==> config.mk <==
export PLATFORM = sky130hd
export DESIGN_NAME = skmu_cell
export DESIGN_NICKNAME = d
export VERILOG_FILES = /design/src/rtl/core/assert_macros.svh /design/src/rtl/core/skmu_pkg.sv /design/src/rtl/core/skmu_cell.sv
export SDC_FILE = /design/constraint.sdc
export NUM_CORES = 1
export LEC_CHECK = 0
export ABC_CLOCK_PERIOD_IN_PS = 15050
export BUFFER_PORTS_ARGS = -buffer_cell sky130_fd_sc_hd__buf_4
export CORE_AREA = 4 4 166 168
export DETAILED_ROUTE_END_ITERATION = 7
export DIE_AREA = 0 0 170 172
export HOLD_SLACK_MARGIN = 0.06
export PLACE_DENSITY = 0.61
export SLEW_MARGIN = 40
export SYNTH_ARGS = -nofsm -noshare
export SYNTH_HDL_FRONTEND = slang
export SYNTH_SLANG_ARGS = --single-unit
==> constraint.sdc <==
create_clock -name clk -period 15.05 [get_ports clk]
set_clock_uncertainty 0.1 [all_clocks]
set_input_delay 2.2575 -clock clk [delete_from_list [all_inputs] [get_ports clk]]
set_output_delay 2.2575 -clock clk [all_outputs]
set_load 0.01 [all_outputs]
==> src/rtl/core/assert_macros.svh <==
// Assertion macros used by the top level RTL file of the sorted key map.
`ifndef ASSERT_MACROS_SVH
`define ASSERT_MACROS_SVH

// Checks a property at every rising edge of clk while rst_n is high.
`define ASSERT_AT_CLK(lbl, prop, msg) \
    lbl: assert property (@(posedge clk) disable iff (!rst_n) (prop)) else $error(msg);

// Checks that a condition is never true at a rising edge of clk while rst_n is high.
`define ASSERT_NEVER(lbl, cond, msg) \
    lbl: assert property (@(posedge clk) disable iff (!rst_n) !(cond)) else $error(msg);

`endif

==> src/rtl/core/skmu_pkg.sv <==
// Types and constants shared by the sorted key map modules.
package skmu_pkg;

    localparam int unsigned KEY_W     = 64;
    localparam int unsigned DEST_W    = 64;
    localparam int unsigned KIND_W    = 16;
    localparam int unsigned STATUS_W  = 2;
    localparam int unsigned COUNT_W   = 7;
    localparam int unsigned DEPTH_DEF = 64;

    localparam int unsigned S_TDATA_W = ((KEY_W + DEST_W + KIND_W + 7) / 8) * 8;
    localparam int unsigned M_TDATA_W = ((STATUS_W + COUNT_W + 7) / 8) * 8;

    typedef enum logic [STATUS_W-1:0] {
        ST_OK       = 2'd0,
        ST_ZERO_KEY = 2'd1,
        ST_FULL     = 2'd2
    } status_t;

    typedef struct packed {
        logic [KEY_W-1:0]  key;
        logic [DEST_W-1:0] dest;
        logic [KIND_W-1:0] kind;
    } entry_t;

    typedef struct packed {
        logic insert;
        logic update;
    } cell_cmd_t;

endpackage

==> src/rtl/core/skmu_cell.sv <==
// One table cell: holds an entry, compares it with the request and shifts or loads.
module skmu_cell (
    input  logic                clk,
    input  skmu_pkg::cell_cmd_t cmd,
    input  skmu_pkg::entry_t    req,
    input  logic                occupied,
    input  logic                left_ge,
    input  skmu_pkg::entry_t    left_entry,
    output logic                ge,
    output logic                eq,
    output skmu_pkg::entry_t    entry
);
    import skmu_pkg::*;

    entry_t entry_reg;
    entry_t entry_next;

    // An empty cell counts as holding a key above every request key.
    always_comb
    begin
        ge = !occupied || (entry_reg.key >= req.key);
        eq = occupied && (entry_reg.key == req.key);
    end

    always_comb
    begin
        entry_next = entry_reg;
        if (cmd.insert)
        begin
            if (ge && left_ge)
            begin
                entry_next = left_entry;
            end
            else if (ge)
            begin
                entry_next = req;
            end
        end
        else if (cmd.update && eq)
        begin
            entry_next.dest = req.dest;
            entry_next.kind = req.kind;
        end
    end

    always_ff @(posedge clk)
    begin
        entry_reg <= entry_next;
    end

    assign entry = entry_reg;

endmodule

Word-level counts from Yosys, hierarchy flattened
Cells that the tools add are included.
{ "totals": {"register_bits": 144, "in_bits": 293, "output_inout_bits": 146} }
{ "op_classes": {"n_lt_le_gt_ge": 1, "eq_ne": 2, "muxes": 4, "reduce_logical": 9} }
{ "op_table": {"columns": ["cell", "count"], "rows": [
  ["144-bit 2-to-1 mux", 2],
  ["80-bit 2-to-1 mux", 2],
  ["64-bit equality test", 1],
  ["64-bit >= comparator", 1],
  ["2-bit AND reduction", 2],
  ["2-bit nonzero test", 2],
  ["1-bit logical AND", 3],
  ["3-bit by 1-bit != test with 1-bit output (second input constant)", 1],
  ["1-bit logical NOT", 1],
  ["1-bit logical OR", 1]
]} }

Longest topological paths before layout
Gate-level depths: netlist of the first run.
{ "depth": {"word_depth": 5, "ltp_mapped": 11, "mapped_depth_nobuf": 9} }

Worst setup path after synthesis of the first run
No wires, ideal clock.
{ "synth_path": {"path_type": "input port to flip-flop", "startpoint": "input port req[94] (netlist name)", "endpoint": "register entry_reg (netlist bit entry[0]) (enable)", "t_arrival_ps": 8747, "path_slack_ps": 5757, "path_stages": 9, "n_path_buf": 0, "path_cell_list": "inv_1 -> ha_1 -> nand4_1 -> or4_1 -> or4_1 -> a31oi_1 -> nor4_1 -> nor2_1 -> a31o_1"} }
{ "synth_between": {"elab_chain_cells": 5} }
{ "synth_rtl": {"columns": ["element", "line_no", "rtl"], "rows": [
  ["from (decl)", "skmu_cell.sv:5", "input skmu_pkg::entry_t req,"],
  ["64-bit >= comparator / 64-bit equality test (equally long branches)", "skmu_cell.sv:21, skmu_cell.sv:22", null],
  ["1-bit logical OR / 1-bit logical AND (equally long branches)", "skmu_cell.sv:21, skmu_cell.sv:22", null],
  ["1-bit logical AND (on tied branches)", "skmu_cell.sv:30, skmu_cell.sv:39", null],
  ["3-bit by 1-bit != test with 1-bit output (no source line) / 2-bit nonzero test (equally long branches)", null, null],
  ["2-bit AND reduction (no source line) (*)", null, null],
  ["to (signal assigned)", "skmu_cell.sv:48", "entry_reg <= entry_next;"],
  ["to (decl)", "skmu_cell.sv:15", "entry_t entry_reg;"]
]} }
Every way passes the cells marked *; elsewhere a longest branch is shown, timed or not.
A chain may end at the register's enable or synchronous reset.

Worst setup path in the final report of the first run
{ "layout_path": {"startpoint": "input port req[127] (netlist name)", "endpoint": "output port eq"} }
{ "layout_between": {"elab_chain_cells": 2} }
{ "layout_rtl": {"columns": ["element", "line_no", "rtl"], "rows": [
  ["64-bit equality test", "skmu_cell.sv:22", "eq = occupied && (entry_reg.key == req.key);"],
  ["1-bit logical AND", "skmu_cell.sv:22", null],
  ["to (decl)", "skmu_cell.sv:10", "output logic eq,"]
]} }
Every way passes these cells.

==> results of run 1 <==
[layer usage]
| layer | track usage (%) | wire [um] | up-vias |
|---|---|---|---|
| met5 | 0 | 20 | - |
| met4 | 4.27 | 334 | 2 |
| met2 | 32.6 | 14600 | 267 |
| met1 | 18.7 | 9510 | 2905 |
| met3 | 8.57 | 3070 | 24 |
| li1 | - | - | 2932 |
[cell type report]
class	count	share of cell area [%]
inverters	68	2.08
well taps	335	3.42
clock inverters	15	1.19
repair buffers	442	27.2
flip-flops and latches	144	35.3
clock buffers	17	3.47
diodes	1	0.0204
multi-input cells	313	27.4
[critical path: stages]
cell and delay, ns:
buf_4 0.08, inv_1 0.03, ha_1 0.31, nand4_1 0.19, nor4_1 0.70, nand4_1 0.23
nor4_1 0.58, buf_4 0.23
[how the worst min path moves through the flow]
stage / cells past startpoint / end / startpoint
floorplan: 5 / entry[143] / entry[103]
global placement: 5 / entry[16] / entry[82]
detailed placement: 5 / entry[18] / entry[82]
CTS: 5 / entry[63] / entry[82]
global route: 5 / entry[63] / entry[82]
finish: 5 / entry[15] / entry[82]
[through the flow]
step	hold slack (ns)	utilization, %	cells
floorplan	1.18	-	541
global placement	1.61	45.0	1302
detailed placement	1.45	45.1	1302
CTS	1.47	47.3	1334
global route	1.52	47.3	1335
finish	1.44	47.3	1335
[logic make-up (layout without fill, tap and decap cells)]
| logic type | count (synthesis) | after routing |
|---|---|---|
| AOI/OAI and AO/OA | 50 | 50 |
| adders and majority gates | 64 | 64 |
| buffers and inverters | 84 | 542 |
| DFF | 144 | 144 |
| muxes | 144 | 144 |
| other | 0 | 1 |
| and+or+nand+nor | 55 | 55 |
[power by group]
part | switching [mW] | internal (mW) | leakage, nW
clock | 0.198 | 0.220 | 0.274
sequential | 0.0144 | 0.486 | 1.38
combinational | 0.112 | 0.146 | 4.18
total | 0.324 | 0.852 | 5.83
[synth_stat cells, types with 2 or more instances]
cell type	count	area [um2]
a21o_1	5	37.5
a211o_1	2	17.5
mux2_1	64	721
o21ai_0	5	25.0
nor2_1	5	18.8
mux2_4	80	1200
buf_6	8	90.1
nand4_1	14	87.6
nor4_1	4	25.0
ha_1	64	801
buf_2	6	30.0
o21a_1	2	15.0
nand2_1	14	52.6
nand3_1	6	30.0
nor3_1	4	20.0
or4_1	2	15.0
edfxtp_1	144	4320
nand2b_1	3	18.8
inv_1	68	255
a21oi_1	24	120
==> impl_metrics.yaml, run 1 <==
sta:
  drv_slew: 0
  setup_tns_ns: 0
  rsz0062_at_grt: "no"
  maxSlewHeadroom_pct: 46.6
  hold_viol_final: 0
  fin_crit_sh_pct: 46.4
  fin_ws_ns: 8.07
  worst_pin_slew_ns: 0.802
  period_needed_ns: 6.98
  max_freq_mhz: 143
  setup_viol: 0
global_routing:
  grt_pass1_vias: 6464
  grt_pass1_wl_mm: 39.0
  track_usage_pct: 17.9
  antenna_found_initial: 2
  grt_max_degree: 81
  overflow: 0
final_layout:
  n_fill_cell: 2384
  num-nets-final: 1343
  final_layout_size_suffix_gt1_share_pct: 55.9
  final_common_cell: "buf_4"
  finalInstanceArea_um2: 12300
  syn_to_final_growth_pct: 52.6
  regArea_um2: 4320
  largest_reg_flops: 144
  multiInputGateArea_um2: 3360
  most-common-layout-cells: "buf_4, edfxtp_1, mux2_4"
setup_path:
  cp-endpoint: "eq"
  r2r-end: "entry[73]"
  crit_path_start: "req[127]"
  arrival_ns: 4.62
  r2r_slack_ns: 10.67
  end_kind: "primary output"
  critical_path_class: "input pin to primary output"
  r2r_cells: 10
  cp.required_ns: 12.69
  reg2reg_from: "entry[80]"
  crit_path_start_kind: "input pin"
  cp_max_fo: 4
logic_synthesis:
  synth_area_um2: 8040
  ys_types: 37
  synth_cells: 541
  synth_xor_area_share_pct: 0
  synth_edf_count: 144
  ys_seq_elements: 144
  syn-num-nets: 898
  yosys_warnings: 0
  avgSynthCellArea_um2: 14.9
  synth_top_family_by_area: "multiplexers"
  synth_mux_area_share_pct: 23.9
  yosysSeqAreaShare_pct: 53.8
  synthArstFlopShare_pct: 0
  synth-main-ff-cell: "edfxtp_1"
  synth_adder_area_share_pct: 9.97
  synth_compound_area_share_pct: 3.92
  yosys.area_share.simple_pct: 3.57
flow_run:
  cap_violations: 0
floorplanning:
  die_width_um: 170
  initial_utilization_pct: 31.0
  ios: 439
  fp.dieH_um: 172
  coreArea_um2: 25900
  die-area_um2: 29200
  fp-row-count: 59
detailed_routing:
  drt_iter0_drc: 248
  vias: 6130
  drcViolationCount: 0
  via_per_inst: 4.59
  routed_wl_mm: 27.5
  ant_nets: 0
  avgRoutedWirePerCell_um: 20.6
  firstDrtPassIters: 5
min_path:
  min_path_type: "flop to flop"
cts:
  cts_buffer_depth: 2
  tritoncts: "yes"
  root_buffer: "clkbuf_16"
  cts_resized: 0
  clkTransAtPathRegs_ns: 0.07
  clock_latency_ns: 0.42
  cts.sinks: 144
  ctsHoldBuffers: 0
  htree_levels: 4
  numCtsBuffers: 17
  cts_setup_buffers: 0
power_and_ir_drop:
  p_leak_nw: 5.83
  ir_drop_mv: 0.0562
  finalPower_mw: 1.18
  power_density_nw_per_um2: 95.9
placement:
  gp_congestion: 0.793
  place_ws_ns: 8.03
  hpwlAfterDp_mm: 22.4
  port_buffers: 438
  placed_cell_area_um2: 11700
run_status:
  status: "completed"
Power figures use the tool's default switching activity.
==> run 2, diff against run 1 <==
--- a/config.mk
+++ b/config.mk
@@ -5,7 +5,7 @@
 export SDC_FILE = /design/constraint.sdc
 export NUM_CORES = 1
 export LEC_CHECK = 0
-export ABC_CLOCK_PERIOD_IN_PS = 15050
+export ABC_CLOCK_PERIOD_IN_PS = 7150
 export BUFFER_PORTS_ARGS = -buffer_cell sky130_fd_sc_hd__buf_4
 export CORE_AREA = 4 4 166 168
 export DETAILED_ROUTE_END_ITERATION = 7
==> constraint.sdc (replaced) <==
create_clock -name clk -period 7.15 [get_ports clk]
set_clock_uncertainty 0.1 [all_clocks]
set_input_delay 1.0725 -clock clk [delete_from_list [all_inputs] [get_ports clk]]
set_output_delay 1.0725 -clock clk [all_outputs]
set_load 0.01 [all_outputs]
==> run 2 against run 1 <==
  * Routed wire length is 1.9% higher
  * Clock power increased by 110%
  * Highest routed layer is now met4
  * Critical path type is now input pin to flop
  * Cell count about the same
==> impl_metrics.yaml, run 2 (synthesis results as in run 1) <==
sta:
  whs_ns: 0.823
  drv_slew: 0
  worst_pin_slew_ns: 0.812
  rsz0062_at_grt: "no"
  hold_viol_final: 0
  setup_tns_ns: 0
  setup_viol: 0
  period_needed_ns: 4.62
  maxSlewHeadroom_pct: 45.9
  max_freq_mhz: 217
  fin_crit_sh_pct: 64.6
setup_path:
  crit_path_start: "req[80]"
  r2r_cells: 10
  cp-endpoint: "entry[46]"
  end_kind: "flop"
  crit_chain: "buf_4 > ha_1 > nand2b_1 > a2111oi_0 > or4_1 > a31oi_1 > o41ai_2 > or2_4 > buf_4 > mux2_4"
  r2r-end: "entry[46]"
  cp.depth: 10
  critical_path_class: "input pin to flop"
  slowest_delay_ns: 0.70
  reg2reg_from: "entry[80]"
  timing.critical_path.buf_inv: 2
  cp_slowest_cell: "or2_4"
  arrival_ns: 4.69
  crit_top_cell: "buf_4"
  crit_family: "compound AO/OA/AOI/OAI gates"
  cp_max_fo: 40
  r2r_slack_ns: 2.88
  crit_path_start_kind: "input pin"
  cp.required_ns: 7.22
final_layout:
  most-common-layout-cells: "buf_4, edfxtp_1, mux2_4"
  diodes: 0
  layout.cells.non_filler: 1336
  final_common_cell: "buf_4"
  largest_reg_flops: 144
  num-nets-final: 1345
  final_layout_size_suffix_gt1_share_pct: 55.9
  syn_to_final_growth_pct: 52.6
  fin_util_pct: 47.3
floorplanning:
  coreArea_um2: 25900
  ios: 439
  die_width_um: 170
  fp.dieH_um: 172
  die-area_um2: 29200
  fp-row-count: 59
  initial_utilization_pct: 31.0
cts:
  cts_buffer_depth: 2
  clkTransAtPathRegs_ns: 0.07
  htree_levels: 4
  tritoncts: "yes"
  root_buffer: "clkbuf_16"
  cts.sinks: 144
  clock_latency_ns: 0.43
  ctsHoldBuffers: 0
  cts_resized: 0
  cts_setup_buffers: 0
  numCtsBuffers: 17
detailed_routing:
  ant_nets: 0
  routed_wl_mm: 28.1
  via_per_inst: 4.52
  vias: 6040
  firstDrtPassIters: 4
  drcViolationCount: 0
  avgRoutedWirePerCell_um: 21.0
  drt_iter0_drc: 238
global_routing:
  track_usage_pct: 18.2
  grt_max_degree: 65
  grt_pass1_wl_mm: 39.1
  overflow: 0
  antenna_found_initial: 0
  grt_pass1_vias: 6610
run_status:
  status: "completed"
placement:
  gp_congestion: 0.816
  port_buffers: 438
  place_inst: 1304
  hpwlAfterDp_mm: 23.1
flow_run:
  cap_violations: 0
min_path:
  min_path_type: "input pin to flop"
power_and_ir_drop:
  power_density_nw_per_um2: 202
  finalPower_mw: 2.48
  ir_drop_mv: 0.132
  p_leak_nw: 5.83
==> run 2: changes by cell type in the layout (fill, tap and decap cells not counted) <==
cell | previous run | this run
inv_8 | 3 | 5
clkinv_8 | 2 | 1
inv_6 | 5 | 4
clkinv_1 | 1 | 0
clkinvlp_4 | 2 | 3
clkbuf_1 | 0 | 1
diode_2 | 1 | 0
buf_4 | 439 | 442
buf_6 | 3 | 2
clkinv_4 | 2 | 1
==> run 2: power breakdown <==
part	leakage, nW	total, mW	internal (mW)	switching [mW]
Clock	0.270	0.876	0.464	0.412
Sequential	1.38	1.05	1.02	0.0317
Combinational	4.19	0.545	0.309	0.236
==> run 2: cell type report <==
type / count / area (um2)
clock inverter: 14 / 139
tap: 335 / 419
fill: 2384 / 13600
multi-input combinational: 313 / 3360
clock buffer: 18 / 429
inverter: 68 / 255
sequential: 144 / 4320
timing repair buffer: 444 / 3340
==> run 2: worst register-to-register path, stage by stage, from the launching register on <==
cell,delay [ns]
edfxtp_1,0.42
inv_1,0.09
ha_1,0.23
nand2b_1,0.14
a2111oi_0,0.63
or4_1,0.22
a31oi_1,0.12
o41ai_2,0.43
or2_4,0.70
buf_4,0.60
mux2_4,0.35
==> run 2: worst min-delay path by stage <==
| stage | from | to | slack [ns] | cells after the start |
|---|---|---|---|---|
| floorplan | left_entry[143] | entry[143] | 1.17 | 1 |
| global placement | left_entry[110] | entry[110] | 1.25 | 2 |
| detailed placement | left_entry[125] | entry[125] | 1.26 | 2 |
| CTS | left_entry[98] | entry[98] | 0.80 | 2 |
| global route | left_entry[121] | entry[121] | 0.80 | 2 |
| finish | left_entry[98] | entry[98] | 0.82 | 2 |
==> run 2: through the flow <==
step	worst slack, ns	instance area, um2
2_1_floorplan	0.130	8040
3_3_place_gp	2.14	11700
3_5_place_dp	2.19	11700
4_1_cts	2.41	12300
5_1_grt	2.24	12300
6_report	2.53	12300
==> run 2: per-layer routing <==
layer	share of wire (%)	GRT usage, %	vias to the layer above
met4	1.3	4.20	0
met3	11	9.30	20
li1	-	-	2935
met1	34	18.3	2828
met2	53	33.7	257
met5	0	0	-
==> run 3, diff against run 2 <==
--- a/config.mk
+++ b/config.mk
@@ -5,13 +5,14 @@
 export SDC_FILE = /design/constraint.sdc
 export NUM_CORES = 1
 export LEC_CHECK = 0
-export ABC_CLOCK_PERIOD_IN_PS = 7150
+export ABC_AREA = 1
+export ABC_CLOCK_PERIOD_IN_PS = 4100
 export BUFFER_PORTS_ARGS = -buffer_cell sky130_fd_sc_hd__buf_4
-export CORE_AREA = 4 4 166 168
+export CORE_AREA = 4 4 170 172
 export DETAILED_ROUTE_END_ITERATION = 7
-export DIE_AREA = 0 0 170 172
+export DIE_AREA = 0 0 174 176
 export HOLD_SLACK_MARGIN = 0.06
-export PLACE_DENSITY = 0.61
+export PLACE_DENSITY = 0.62
 export SLEW_MARGIN = 40
 export SYNTH_ARGS = -nofsm -noshare
 export SYNTH_HDL_FRONTEND = slang
==> constraint.sdc (replaced) <==
create_clock -name clk -period 4.1 [get_ports clk]
set_clock_uncertainty 0.1 [all_clocks]
set_input_delay 0.615 -clock clk [delete_from_list [all_inputs] [get_ports clk]]
set_output_delay 0.615 -clock clk [all_outputs]
set_load 0.01 [all_outputs]
==> run 3 against run 2 <==
  * First-iteration DRC count grew 99%
  * Synthesized cell count up 72%
  * Combinational power increased by 94%
  * Count of clock-buffer cells in the layout did not move
  * Utilization shrank 1.8 points
  * Via count up 35%
  * Register-to-register slack lost 2.0 ns
  * Sequential share of layout area decreased by 0.69 points
  * Largest cell class unchanged
  * Area after synthesis up 4.1%
  * Clock power increased by 78%
==> impl_metrics.yaml, run 3 <==
run_status:
  status: "completed"
logic_synthesis:
  yosysMostFrequentCell: "nand2_1"
  ys_types: 24
  synth.area.top_cells: "edfxtp_1, nand2_1, ha_1"
  synth_top_area_cell: "edfxtp_1"
  avgSynthCellArea_um2: 9.00
  synth_common_cells: "nand2_1, edfxtp_1, nand4_1, inv_1, nand3_1"
  synth_area_um2: 8370
  synth_xor_area_share_pct: 0
  synth_cells: 930
  yosys_warnings: 0
  yosysSeqAreaShare_pct: 51.7
  synthArstFlopShare_pct: 0
  synth_adder_area_share_pct: 9.57
  yosysTopAreaCellShare_pct: 51.7
  ys_seq_elements: 144
  synth_edf_count: 144
  synth-main-ff-cell: "edfxtp_1"
  synth_mux_area_share_pct: 0
  synth_top_family_by_area: "simple AND/OR/NAND/NOR gates"
  synth_compound_area_share_pct: 2.57
  syn-num-nets: 1287
  yosys.area_share.simple_pct: 28.5
sta:
  max_freq_mhz: 292
  setup_tns_ns: 0
  rsz0062_at_grt: "no"
  worst_pin_slew_ns: 0.824
  period_needed_ns: 3.43
  fin_crit_sh_pct: 83.6
  setup_viol: 0
  drv_slew: 0
  maxSlewHeadroom_pct: 44.3
  hold_viol_final: 0
global_routing:
  grt_max_degree: 81
  antenna_found_initial: 3
  overflow: 0
  grt_pass1_wl_mm: 46.4
  track_usage_pct: 19.5
  grt_pass1_vias: 8083
detailed_routing:
  drcViolationCount: 0
  drt_iter0_drc: 473
  via_per_inst: 4.78
  firstDrtPassIters: 4
  avgRoutedWirePerCell_um: 18.5
  vias: 8148
  routed_wl_mm: 31.6
  ant_nets: 0
floorplanning:
  fp-row-count: 61
  ios: 439
  die_width_um: 174
  coreArea_um2: 27500
  initial_utilization_pct: 30.5
  fp.dieH_um: 176
  die-area_um2: 30600
setup_path:
  cp.required_ns: 3.38
  critical_path_class: "flop to primary output"
  reg2reg_from: "entry[103]"
  r2r_cells: 10
  cp_max_fo: 3
  r2r-end: "entry[60]"
  r2r_slack_ns: 0.88
  end_kind: "primary output"
  arrival_ns: 2.71
  crit_path_start_kind: "flop"
cts:
  ctsHoldBuffers: 0
  cts_setup_buffers: 0
  cts.sinks: 144
  clkTransAtPathRegs_ns: 0.07
  clock_latency_ns: 0.42
  cts_buffer_depth: 2
  tritoncts: "yes"
  numCtsBuffers: 17
  htree_levels: 4
  root_buffer: "clkbuf_16"
  cts_resized: 0
power_and_ir_drop:
  p_leak_nw: 6.31
  power_density_nw_per_um2: 359
  ir_drop_mv: 0.189
placement:
  gp_congestion: 0.884
  hpwlAfterDp_mm: 24.2
  port_buffers: 438
min_path:
  min_path_type: "input pin to flop"
  min_to: "entry[17]"
  min_from: "req[17]"
  holdPathStages: 3
final_layout:
  final_layout_size_suffix_gt1_share_pct: 36.1
  syn_to_final_growth_pct: 49.5
  largest_reg_flops: 144
  final_common_cell: "buf_4"
  fin_util_pct: 45.5
  num-nets-final: 1701
  most-common-layout-cells: "buf_4, nand2_1, edfxtp_1"
flow_run:
  cap_violations: 0
[run 3: cell types whose count changed after synthesis, moves of 4 or more]
cell	previous run	this run
mux2_4	80	0
nor2_1	5	24
inv_1	68	79
buf_6	8	14
clkbuf_1	1	22
nand3_1	6	70
a21oi_1	24	28
nor4_1	4	0
nand4_1	14	82
buf_2	6	16
nand2_1	14	360
mux2_1	64	0
[run 3: metrics by stage]
| step | setup WS (ns) | cells | power, mW | area [um2] | hold slack (ns) |
|---|---|---|---|---|---|
| CTS | 0.647 | 1703 | 4.55 | 12500 | 0.334 |
| floorplan | 0.313 | 930 | 2.40 | 8370 | 0.694 |
| global placement | 0.673 | 1671 | 2.96 | 11900 | 0.781 |
| finish | 0.672 | 1705 | 4.49 | 12500 | 0.357 |
| global route | 0.505 | 1705 | 4.72 | 12500 | 0.342 |
| detailed placement | 0.586 | 1671 | 2.97 | 11900 | 0.783 |
[run 3: worst max-delay path by stage]
stage,start,endpoint,cells after the start
after global placement,req[95],entry[110],16
after floorplan,req[143],entry[100],16
after CTS,entry[103],eq,8
after global routing,entry[87],eq,6
after detailed placement,req[103],entry[21],12
final,entry[103],eq,8
[run 3: power by group]
part	internal (mW)	switching (mW)
sequential	1.80	0.0608
combinational	0.498	0.565
clock	0.861	0.703
[run 3: cells by family (layout without fill, tap and decap cells)]
family,count (synthesis),count (layout)
flip-flops,144,144
adder cells (fa/ha/maj),64,64
AO/OA/AOI/OAI,40,40
buffers and inverters,135,562
other,0,2
AND/OR/NAND/NOR,547,547
[run 3: layer usage]
layer	track usage [%]	wire [um]
met2	34.4	15800
met1	21.6	11800
met3	8.09	3180
met5	0	7
met4	6.00	832
[run 3: area by class of cell]
| type | instances | area [um2] |
|---|---|---|
| fill | 2721 | 15000 |
| timing repair buffer | 450 | 3440 |
| multi-input combinational | 651 | 3430 |
| clock buffer | 18 | 429 |
| antenna | 2 | 5.00 |
| clock inverter | 14 | 145 |
| tap | 346 | 433 |
| inverter | 80 | 300 |
| sequential | 144 | 4320 |
[run 3: critical path: stages, from the launching register on]
cell and delay [ns]:
edfxtp_1 0.44, ha_1 0.32, nand2_1 0.07, nor2_1 0.17, nand2_1 0.07, nor2_1 0.15, nand3_1 0.11, nor4b_1 0.70
buf_4 0.26
